**src/pde_pkg.sv**
```systemverilog
// Shared types and constants for the photon density estimate block.
// Used by the front accumulator, the pixel queue, the divider back end and the top level.
// No dependencies.
`timescale 1ns / 1ps

package pde_pkg;

    // Field widths.
    localparam int DIST_W = 32;
    localparam int FLUX_W = 24;
    localparam int SUM_W  = 32;
    localparam int EST_W  = 18;

    // Packed stream widths, rounded up to whole bytes.
    localparam int S_TDATA_W = ((DIST_W + FLUX_W + 7) / 8) * 8;
    localparam int M_TDATA_W = ((EST_W + 7) / 8) * 8;

    // Pending pixel queue depth.
    localparam int QUEUE_DEPTH_DEF = 2;

    // round(pi * 2^29)
    localparam logic [30:0] PI_Q29 = 31'd1686629713;

    // Divider geometry: quotient bits produced, and the dividend shift.
    localparam int QBITS    = 18;
    localparam int DIV_SH   = 45;
    localparam int DEN_W    = 63;
    localparam int NUM_W    = SUM_W + DIV_SH;        // magnitude scaled by 2^45
    localparam int REM_W    = DEN_W + QBITS;         // running remainder
    localparam int CNT_W    = $clog2(QBITS);

    // Output limits.
    localparam logic [QBITS-1:0] CAP_HI = 18'd65536;
    localparam logic [QBITS-1:0] CAP_LO = 18'd131072;
    localparam logic signed [EST_W-1:0] EST_HI = 18'sd65536;
    localparam logic signed [EST_W-1:0] EST_LO = -18'sd131072;

    // One finished pixel waiting for its division.
    typedef struct packed {
        logic [DIST_W-1:0]       max_distance;
        logic signed [SUM_W-1:0] flux_sum;
    } pde_entry_t;

    typedef struct packed {
        logic       valid;
        pde_entry_t entry;
    } pde_push_t;

    typedef struct packed {
        logic empty;
        logic full;
    } pde_qstat_t;

    typedef struct packed {
        logic busy;
        logic load;
    } pde_bstat_t;

endpackage

```
**src/pde_front.sv**
```systemverilog
// Front end: accumulates the running maximum distance and saturating flux sum of a pixel.
// On the last photon it hands the pixel totals to the queue. Depends on pde_pkg.
`timescale 1ns / 1ps

module pde_front (
    input  logic                           aclk,
    input  logic                           aresetn,
    input  logic                           accept,
    input  logic [pde_pkg::DIST_W-1:0]     squared_distance,
    input  logic signed [pde_pkg::FLUX_W-1:0] photon_flux,
    input  logic                           last_photon,
    output pde_pkg::pde_push_t             push
);
    import pde_pkg::*;

    logic [DIST_W-1:0]       max_reg, max_next;
    logic signed [SUM_W-1:0] sum_reg, sum_next;
    logic [DIST_W-1:0]       max_upd;
    logic signed [SUM_W:0]   sum_wide;
    logic signed [SUM_W-1:0] sum_upd;

    always_comb begin
        max_upd  = (squared_distance > max_reg) ? squared_distance : max_reg;
        sum_wide = {sum_reg[SUM_W-1], sum_reg}
                 + {{(SUM_W + 1 - FLUX_W){photon_flux[FLUX_W-1]}}, photon_flux};
        // Clamp to the signed 32-bit range when the two top bits disagree.
        if (sum_wide[SUM_W] != sum_wide[SUM_W-1]) begin
            sum_upd = sum_wide[SUM_W] ? {1'b1, {(SUM_W-1){1'b0}}}
                                      : {1'b0, {(SUM_W-1){1'b1}}};
        end else begin
            sum_upd = sum_wide[SUM_W-1:0];
        end

        max_next = max_reg;
        sum_next = sum_reg;
        if (accept) begin
            if (last_photon) begin
                max_next = '0;
                sum_next = '0;
            end else begin
                max_next = max_upd;
                sum_next = sum_upd;
            end
        end

        push.valid              = accept && last_photon;
        push.entry.max_distance = max_upd;
        push.entry.flux_sum     = sum_upd;
    end

    always_ff @(posedge aclk) begin
        if (!aresetn) begin
            max_reg <= '0;
            sum_reg <= '0;
        end else begin
            max_reg <= max_next;
            sum_reg <= sum_next;
        end
    end

endmodule

```
**src/pde_queue.sv**
```systemverilog
// Small queue of finished pixel totals between the front and back ends.
// Depends on pde_pkg.
`timescale 1ns / 1ps

module pde_queue #(
    parameter int DEPTH = pde_pkg::QUEUE_DEPTH_DEF
) (
    input  logic                   aclk,
    input  logic                   aresetn,
    input  pde_pkg::pde_push_t     push,
    input  logic                   pop,
    output pde_pkg::pde_entry_t    head,
    output pde_pkg::pde_qstat_t    stat
);
    import pde_pkg::*;

    localparam int PTR_W = $clog2(DEPTH);
    localparam int CNT_W_Q = $clog2(DEPTH + 1);

    pde_entry_t         mem [DEPTH];
    logic [PTR_W-1:0]   wr_reg, wr_next;
    logic [PTR_W-1:0]   rd_reg, rd_next;
    logic [CNT_W_Q-1:0] cnt_reg, cnt_next;
    logic               do_push, do_pop;

    always_comb begin
        stat.empty = (cnt_reg == '0);
        stat.full  = (cnt_reg == CNT_W_Q'(DEPTH));
        do_push    = push.valid && !stat.full;
        do_pop     = pop && !stat.empty;
        head       = mem[rd_reg];

        wr_next = wr_reg;
        rd_next = rd_reg;
        if (do_push) begin
            wr_next = (wr_reg == PTR_W'(DEPTH - 1)) ? '0 : wr_reg + 1'b1;
        end
        if (do_pop) begin
            rd_next = (rd_reg == PTR_W'(DEPTH - 1)) ? '0 : rd_reg + 1'b1;
        end
        cnt_next = cnt_reg;
        if (do_push && !do_pop) begin
            cnt_next = cnt_reg + 1'b1;
        end else if (do_pop && !do_push) begin
            cnt_next = cnt_reg - 1'b1;
        end
    end

    always_ff @(posedge aclk) begin
        if (do_push) begin
            mem[wr_reg] <= push.entry;
        end
    end

    always_ff @(posedge aclk) begin
        if (!aresetn) begin
            wr_reg  <= '0;
            rd_reg  <= '0;
            cnt_reg <= '0;
        end else begin
            wr_reg  <= wr_next;
            rd_reg  <= rd_next;
            cnt_reg <= cnt_next;
        end
    end

endmodule

```
**src/pde_back.sv**
```systemverilog
// Back end: scales each pixel's flux sum by 1 / (pi * max distance) with a
// multiply, a range check and a one-bit-per-cycle restoring divider. Depends on pde_pkg.
`timescale 1ns / 1ps

module pde_back (
    input  logic                          aclk,
    input  logic                          aresetn,
    input  pde_pkg::pde_entry_t           head,
    input  pde_pkg::pde_qstat_t           qstat,
    output logic                          pop,
    output logic                          m_tvalid,
    input  logic                          m_tready,
    output logic signed [pde_pkg::EST_W-1:0] estimate,
    output pde_pkg::pde_bstat_t           stat
);
    import pde_pkg::*;

    localparam logic [2:0] ST_IDLE = 3'd0;
    localparam logic [2:0] ST_MUL  = 3'd1;
    localparam logic [2:0] ST_CHK  = 3'd2;
    localparam logic [2:0] ST_DIV  = 3'd3;
    localparam logic [2:0] ST_DONE = 3'd4;

    logic [2:0]             state_reg, state_next;
    logic [SUM_W-1:0]       mag_reg, mag_next;
    logic                   neg_reg, neg_next;
    logic                   zero_reg, zero_next;
    logic                   sat_reg, sat_next;
    logic [DIST_W-1:0]      dist_reg, dist_next;
    logic [DEN_W-1:0]       den_reg, den_next;
    logic [REM_W-1:0]       rem_reg, rem_next;
    logic [QBITS-1:0]       q_reg, q_next;
    logic [CNT_W-1:0]       cnt_reg, cnt_next;
    logic                   ovalid_reg, ovalid_next;
    logic signed [EST_W-1:0] est_reg, est_next;

    logic [REM_W-1:0]       div_d;
    logic [REM_W-1:0]       rem_sub;
    logic                   take;
    logic                   load;
    logic signed [EST_W-1:0] result;

    always_comb begin
        // Divisor aligned to the top quotient bit.
        div_d   = {den_reg, {QBITS{1'b0}}} >> 1;
        take    = (rem_reg >= div_d);
        rem_sub = take ? (rem_reg - div_d) : rem_reg;

        if (zero_reg) begin
            result = '0;
        end else if (sat_reg) begin
            result = neg_reg ? EST_LO : EST_HI;
        end else if (neg_reg) begin
            result = (q_reg > CAP_LO) ? EST_LO : -$signed(q_reg);
        end else begin
            result = (q_reg > CAP_HI) ? EST_HI : $signed(q_reg);
        end

        load = (state_reg == ST_DONE) && (!ovalid_reg || m_tready);

        state_next  = state_reg;
        mag_next    = mag_reg;
        neg_next    = neg_reg;
        zero_next   = zero_reg;
        sat_next    = sat_reg;
        dist_next   = dist_reg;
        den_next    = den_reg;
        rem_next    = rem_reg;
        q_next      = q_reg;
        cnt_next    = cnt_reg;
        pop         = 1'b0;
        ovalid_next = ovalid_reg && !m_tready;
        est_next    = est_reg;

        unique case (state_reg)
            ST_IDLE: begin
                if (!qstat.empty) begin
                    pop       = 1'b1;
                    dist_next = head.max_distance;
                    neg_next  = head.flux_sum[SUM_W-1];
                    mag_next  = head.flux_sum[SUM_W-1] ? (~head.flux_sum + 1'b1)
                                                       : head.flux_sum;
                    zero_next = (head.max_distance == '0);
                    state_next = ST_MUL;
                end
            end
            ST_MUL: begin
                den_next   = PI_Q29 * dist_reg;
                state_next = ST_CHK;
            end
            ST_CHK: begin
                q_next   = '0;
                cnt_next = CNT_W'(QBITS - 1);
                rem_next = REM_W'({mag_reg, {DIV_SH{1'b0}}});
                // A quotient of 2^18 or more saturates either way.
                sat_next = ({mag_reg, {(DIV_SH - QBITS){1'b0}}} >= den_reg);
                if (zero_reg || sat_next) begin
                    state_next = ST_DONE;
                end else begin
                    state_next = ST_DIV;
                end
            end
            ST_DIV: begin
                q_next   = {q_reg[QBITS-2:0], take};
                rem_next = rem_sub << 1;
                cnt_next = cnt_reg - 1'b1;
                if (cnt_reg == '0) begin
                    state_next = ST_DONE;
                end
            end
            ST_DONE: begin
                if (load) begin
                    ovalid_next = 1'b1;
                    est_next    = result;
                    state_next  = ST_IDLE;
                end
            end
            default: begin
                state_next = ST_IDLE;
            end
        endcase

        stat.busy = (state_reg != ST_IDLE);
        stat.load = load;
        m_tvalid  = ovalid_reg;
        estimate  = est_reg;
    end

    always_ff @(posedge aclk) begin
        if (!aresetn) begin
            state_reg  <= ST_IDLE;
            ovalid_reg <= 1'b0;
        end else begin
            state_reg  <= state_next;
            ovalid_reg <= ovalid_next;
        end
    end

    always_ff @(posedge aclk) begin
        mag_reg  <= mag_next;
        neg_reg  <= neg_next;
        zero_reg <= zero_next;
        sat_reg  <= sat_next;
        dist_reg <= dist_next;
        den_reg  <= den_next;
        rem_reg  <= rem_next;
        q_reg    <= q_next;
        cnt_reg  <= cnt_next;
        est_reg  <= est_next;
    end

endmodule

```
**src/photon_density_estimate.sv**
```systemverilog
// Top level of the photon density estimate block.
// Instantiates pde_front, pde_queue and pde_back; depends on pde_pkg.
`timescale 1ns / 1ps

// Photons stream in one transaction per cycle, each carrying a squared distance
// (unsigned Q16.16) and a flux (signed Q8.16), with tlast marking a pixel's last
// photon. The front end keeps the pixel's largest distance and a saturating flux
// sum and, on tlast, pushes the totals into a queue of QUEUE_DEPTH pixels. The
// back end turns each queued pixel into flux_sum / (pi * max_distance) in signed
// Q2.16, capped at 1.0 and saturated at -2.0, and 0 when the largest distance is
// 0. In the back end a pixel passes through queue pop, 31x32 multiply, range
// check, 18 restoring divide steps and output load, in that order. A pixel whose
// largest distance is 0, or whose quotient is certain to clip, skips the divide
// steps. Photons are taken at one per cycle while the queue has room; a stream
// of short pixels is limited by the back end, which takes a new pixel only after
// loading the last one's result. The result sits in an output register, so the
// back end can start the next pixel while it waits.
module photon_density_estimate #(
    parameter int QUEUE_DEPTH = pde_pkg::QUEUE_DEPTH_DEF
) (
    input  logic                           aclk,
    input  logic                           aresetn,
    input  logic                           s_tvalid,
    output logic                           s_tready,
    // [31:0] squared_distance, [55:32] photon_flux
    input  logic [pde_pkg::S_TDATA_W-1:0]  s_tdata,
    input  logic                           s_tlast,
    output logic                           m_tvalid,
    input  logic                           m_tready,
    // [17:0] estimate, upper bits zero
    output logic [pde_pkg::M_TDATA_W-1:0]  m_tdata
);
    import pde_pkg::*;

    pde_push_t               push;
    pde_entry_t              head;
    pde_qstat_t              qstat;
    pde_bstat_t              bstat;
    logic                    pop;
    logic                    s_accept;
    logic signed [EST_W-1:0] estimate;

    // New photons are held off only while the queue has no room for a pixel.
    assign s_tready = !qstat.full;
    assign s_accept = s_tvalid && s_tready;

    pde_front u_front (
        .aclk             (aclk),
        .aresetn          (aresetn),
        .accept           (s_accept),
        .squared_distance (s_tdata[DIST_W-1:0]),
        .photon_flux      ($signed(s_tdata[DIST_W+FLUX_W-1:DIST_W])),
        .last_photon      (s_tlast),
        .push             (push)
    );

    pde_queue #(
        .DEPTH (QUEUE_DEPTH)
    ) u_queue (
        .aclk    (aclk),
        .aresetn (aresetn),
        .push    (push),
        .pop     (pop),
        .head    (head),
        .stat    (qstat)
    );

    pde_back u_back (
        .aclk     (aclk),
        .aresetn  (aresetn),
        .head     (head),
        .qstat    (qstat),
        .pop      (pop),
        .m_tvalid (m_tvalid),
        .m_tready (m_tready),
        .estimate (estimate),
        .stat     (bstat)
    );

    assign m_tdata = {{(M_TDATA_W - EST_W){1'b0}}, estimate};

    // While a result is valid, the estimate never exceeds 1.0; -2.0 is the floor of its width.
    a_est_range: assert property (@(posedge aclk) disable iff (!aresetn)
        m_tvalid |-> (estimate <= EST_HI))
        else $error("estimate above cap");

    // A new result only appears after the back end loaded one.
    a_load_source: assert property (@(posedge aclk) disable iff (!aresetn)
        $rose(m_tvalid) |-> $past(bstat.load))
        else $error("output valid without a load");

    // A load happens only while the back end is working on a pixel.
    a_load_busy: assert property (@(posedge aclk) disable iff (!aresetn)
        bstat.load |-> bstat.busy)
        else $error("load while back end idle");

    // The queue is never reported full and empty at once.
    a_queue_flags: assert property (@(posedge aclk) disable iff (!aresetn)
        qstat.full |-> !qstat.empty)
        else $error("queue full and empty");

endmodule

```
**config.mk**
```make
export PLATFORM = sky130hd
export DESIGN_NAME = photon_density_estimate
export DESIGN_NICKNAME = d
export VERILOG_FILES = /design/src/pde_pkg.sv /design/src/pde_front.sv /design/src/pde_queue.sv /design/src/pde_back.sv /design/src/photon_density_estimate.sv
export SDC_FILE = /design/constraint.sdc
export NUM_CORES = 2
export LEC_CHECK = 0
export BUFFER_PORTS_ARGS = -buffer_cell sky130_fd_sc_hd__buf_2
export CAP_MARGIN = 20
export CELL_PAD_IN_SITES_DETAIL_PLACEMENT = 1
export CELL_PAD_IN_SITES_GLOBAL_PLACEMENT = 1
export CORE_MARGIN = 2
export CORE_UTILIZATION = 49
export CTS_BUF_LIST = sky130_fd_sc_hd__clkbuf_16
export CTS_CLUSTER_DIAMETER = 60
export DETAILED_ROUTE_END_ITERATION = 10
export PLACE_DENSITY = 0.77
export SYNTH_ARGS = -nofsm -noshare
export SYNTH_HDL_FRONTEND = slang
export SYNTH_SLANG_ARGS = --single-unit
export TNS_END_PERCENT = 100
```
**constraint.sdc**
```tcl
create_clock -name aclk -period 13.5 [get_ports aclk]
set_input_delay 3.375 -clock aclk [delete_from_list [all_inputs] [get_ports aclk]]
set_output_delay 3.375 -clock aclk [all_outputs]
set_load 0.03 [all_outputs]
```
; ---- Word level (Yosys, flattened, before mapping)
; Memory sizes are Yosys's and may differ from the RTL's. A register that Yosys moved wholly into a read port is not among the register bits.
; Index checks and enable logic that the tools add are counted.
[classes]
n_shift = 0
magnitude_cmp = 5
n_eq_ne = 9
mux = 32
reduce_logical = 25
div = 0
n_mul = 1
bitwise = 2
addsub = 9
[ops]
columns = cell, n
row1 = $pmux 81 s2, 1
row2 = $mux 32, 5
row3 = $mux 18, 5
row4 = $ge 81x80->1, 1
row5 = $mux 80, 1
row6 = $sub 80x80->80, 1
row7 = $ge 59x63->1, 1
row8 = $mul 31x32->63 const A, 1
row9 = $pmux 18 s2, 1
row10 = $add 32x24->33, 1
row11 = $add 32x1->32 const B, 1
row12 = $gt 32x32->1, 1
row13 = $logic_not 32->1, 1
row14 = $not 32->32, 1
row15 = $mux 31, 1
row16 = $gt 18x17->1 const B, 1
row17 = $gt 18x18->1 const B, 1
row18 = $neg 18->18, 1
row19 = $pmux 3 s5, 1
row20 = $mux 3, 4
row21 = $mux 1, 10
row22 = $pmux 5 s2, 1
row23 = $logic_and 1x1->1, 8
row24 = $eq 3x2->1 const B, 2
row25 = 20 further kinds, 31
[word_totals]
n_memories = 1
ramBits = 128
register_bits = 324
romBits = 0
input_bits = 61
word_cells = 102
latchBits = 0
out_inout_bits = 26
[memory_table]
columns = name, depth, word_bits, read_ports, rd_clocked_by_memory_dff, write_ports, line
row1 = u_queue.mem, 2, 64, 1, 1, 1, pde_queue.sv:20  ; pde_entry_t mem [DEPTH];

; ---- Depth between registers and ports, before layout
[logic_depth]
ltp_word = 9
ltp_mapped = 26

; ---- Hierarchy
; A second synthesis with hierarchy kept.
[hier_totals]
cells_unflattened = 4114
area_unflattened_um2 = 41655.0
[by_module_without_submodules]
columns = mod, area_per_inst_um2, cells_each, instances
row1 = pde_back, 30694.4, 3115, 1
row2 = pde_front, 6030.8, 766, 1
row3 = pde_queue, 4870.9, 224, 1
row4 = photon_density_estimate, 58.8, 9, 1

; ---- Least setup slack after synthesis
; OpenSTA, ideal clock, no wires.
[synth_path]
path_kind = reg-to-reg
start = register u_back.dist_reg[16]
end = register u_back.den_reg[61], data pin
t_arrival_ps = 6831
period_less_slack_ps = 7089
setup_time_ps = 258
setup_slack_ps = 6411
stages_incl_launch_ff = 26
t_required_ps = 13242
cell_sequence = edfxtp_1 inv_1 fa_1 inv_1 fa_1 inv_1 fa_1 inv_1 ha_1 fa_1 fa_1 inv_1 fa_1 inv_1 ha_1 ha_1 a21oi_1 o21ai_0 a221oi_1 o221ai_1 a221o_1 a21oi_1 o21ai_0 a41o_1 a21oi_1 xnor2_1
[synth_via]
elab_chain_cells = 1
[synth_rtl]
columns = element, line
row1 = start: declaration, pde_back.sv:29  ; logic [DIST_W-1:0] dist_reg, dist_next;
row2 = start signal: assignment, pde_back.sv:144  ; dist_reg <= dist_next;
row3 = $mul 31x32->63, pde_back.sv:88  ; den_next = PI_Q29 * dist_reg;
row4 = end signal: assignment, pde_back.sv:145  ; den_reg <= den_next;
row5 = end: declaration, pde_back.sv:30  ; logic [DEN_W-1:0] den_reg, den_next;
; Every way passes these cells.
; A chain may end at the register's enable or synchronous reset.

; ---- Final worst setup path
; Same ends and word-level chain as after synthesis.

==> metrics.cfg <==
[outcome]
status = finished clean

[run]
drv_cap = 0

[setup_path]
crit_path_end_kind = flop
path_buf_inv = 6
cp_slowest_stage_delay_ps = 640
ff2ff_path_depth = 25
path_class = reg2reg
worst_path_max_delay_cell = edfxtp_1
worst-path-max-fanout = 9
cp.required_ps = 13920
startpoint_type = flop
worst-path-stages = 25
critical_path_arrival_ps = 8560
critPathTopFamily = adder cells

[routing]
drc_errors = 0
wirelength_um = 114700
wl_per_cell_um = 22.35
first_iter_violations = 1649
vias_per_cell = 5.774
firstDrtPassIters = 5
vias = 29650
final_antenna_net_count = 0

[sta]
setup_viol = 0
hold_viol = 0
max_clock_freq_mhz = 122.7
finalCritPeriodShare = 0.6035
finClkSkew_ps = 38.47
layout_setup_ws_ps = 5352
tightest_slew_ps = 1078
timing.final.crit_period_ps = 8148
rsz0062_at_grt = false
tns_ps = 0
slew_headroom = 0.2812
slew_viol_final = 0

[logic_synthesis]
synth_edf_count = 362
ys_seq_elements = 435
yosysSeqAreaShare = 0.3026
synthesis.area_um2 = 40760
ys.warnings.count = 0
syn_area_per_cell_um2 = 10.28
synth.distinct_cells = 78
ys.flop_type = edfxtp_1
syn_inst = 3964
ys_async_sr_fraction = 0

[floorplanning]
die_h_um = 292.4
die_area_um2 = 85500
die_w_um = 292.4
rows = 105
start_util = 0.4956
design.core.area_um2 = 82240
ios = 87

[clock_tree]
cts_setup_buffers = 0
clk_latency_ps = 670
htree_levels = 2
cts-root-buf = clkbuf_16
cts_buffers = 57
ctsHoldBuffers = 0
cts_resized = 0
cts_num_sinks = 435
cts_tree = yes
clockBufferDepth = 3
clkTransAtPathRegs_ps = 60

[placed_design]
gp_congestion = 0.9569
dp_slack_ps = 5440
dp_hpwl_um = 92860
port_buffers = 80

[grt]
grt_pass1_vias = 31780
grt_antenna_before_repair = 2
grt_util_all_layers = 0.2694
grt_max_degree = 84
grt_pass1_wl_um = 180200
overflow = 0

[final_layout]
layout_common_cells = 718 x inv_1, 543 x ha_1, 362 x edfxtp_1
layout-drive-gt1-share = 0.07162
nNetsFinal = 4969
area_growth_syn_to_layout_pct = 8.528
largest_register_ffs = 128
final_common_cell = inv_1

[worst_hold_path]
min_path_cells = 2
hold_path.class = reg2reg

-- metrics by stage --
| stage | hold slack [ps] | area, um2 | instances | utilization |
|---|---|---|---|---|
| 5_1_grt | 498.3 | 44230 | 5133 | 0.5378 |
| 2_1_floorplan | 443.2 | 40780 | 3969 | - |
| 6_report | 473.8 | 44230 | 5135 | 0.5379 |
| 4_1_cts | 477.1 | 44210 | 5132 | 0.5376 |
| 3_5_place_dp | 465.1 | 42250 | 5024 | 0.5137 |
| 3_3_place_gp | 452.9 | 42250 | 5024 | 0.5137 |
-- per-layer routing --
metal  GRT usage  routed length [um]  vias up
li1            -                   -    13800
met1      0.3584               49870    15030
met2      0.4674               56850      640
met3     0.03172                5191      175
met4     0.06904                2836        0
met5           0                   0        -
-- tightest hold or removal path: stages (launching register included) --
cell     delay (ps)
dfxtp_1         330
a21oi_1          60
o21ai_0          60
-- cell type report --
cell class	count	area, um2
sequential	435	12340
clock buffer	57	1426
timing repair buffer	96	528.0
antenna	2	5.005
tap	1070	1339
inverter	715	2684
clock inverter	51	540.5
fill	8985	38010
multi-input combinational	2709	25380
-- Yosys cell counts (20+ instances only) --
cell / instances / area, um2
clkbuf_1: 88 / 330.3
dfxtp_1: 73 / 1461
mux2i_1: 45 / 450.4
and3_1: 48 / 300.3
edfxtp_1: 362 / 10870
nor4_1: 22 / 137.6
a211oi_1: 23 / 172.7
inv_1: 715 / 2684
xor2_1: 65 / 569.3
nand4_1: 49 / 306.5
a21o_1: 94 / 705.7
nor3_1: 43 / 215.2
mux2_2: 64 / 720.7
nand2_1: 128 / 480.5
a22o_1: 35 / 306.5
xnor2_1: 114 / 998.5
o21bai_1: 32 / 240.2
nor2_1: 194 / 728.2
ha_1: 543 / 6794
or3_1: 21 / 131.4
o211ai_1: 20 / 150.1
a31oi_1: 33 / 206.5
o21a_1: 34 / 255.2
o21ai_0: 212 / 1061
fa_1: 351 / 7027
a21oi_1: 262 / 1311
nand3_1: 38 / 190.2
nor2b_1: 24 / 150.1
-- cells by family (layout without fill, tap and decap cells) --
kind of cell,count (synthesis),count (layout),share of synthesized area
AO/OA/AOI/OAI,868,868,0.1343
XOR/XNOR,179,179,0.03846
adder cells (fa/ha/maj),894,894,0.3391
buffers and inverters,825,919,0.07687
flip-flops,435,435,0.3026
multiplexers,109,109,0.02873
other,1,8,0.00009200
AND/OR/NAND/NOR,653,653,0.07994
-- worst paths after layout --
| path | slack, ps | start | endpoint |
|---|---|---|---|
| hold reg to reg | 470 | u_front.sum_reg[21] | u_front.sum_reg[21] |
| hold / removal | 470 | u_front.sum_reg[21] | u_front.sum_reg[21] |
| setup reg to reg | 5350 | u_back.dist_reg[16] | u_back.den_reg[61] |
| setup / recovery | 5350 | u_back.dist_reg[16] | u_back.den_reg[61] |
Power is not shown: default switching activity piles up to over one toggle a cycle in this logic, so the estimate is an artifact.
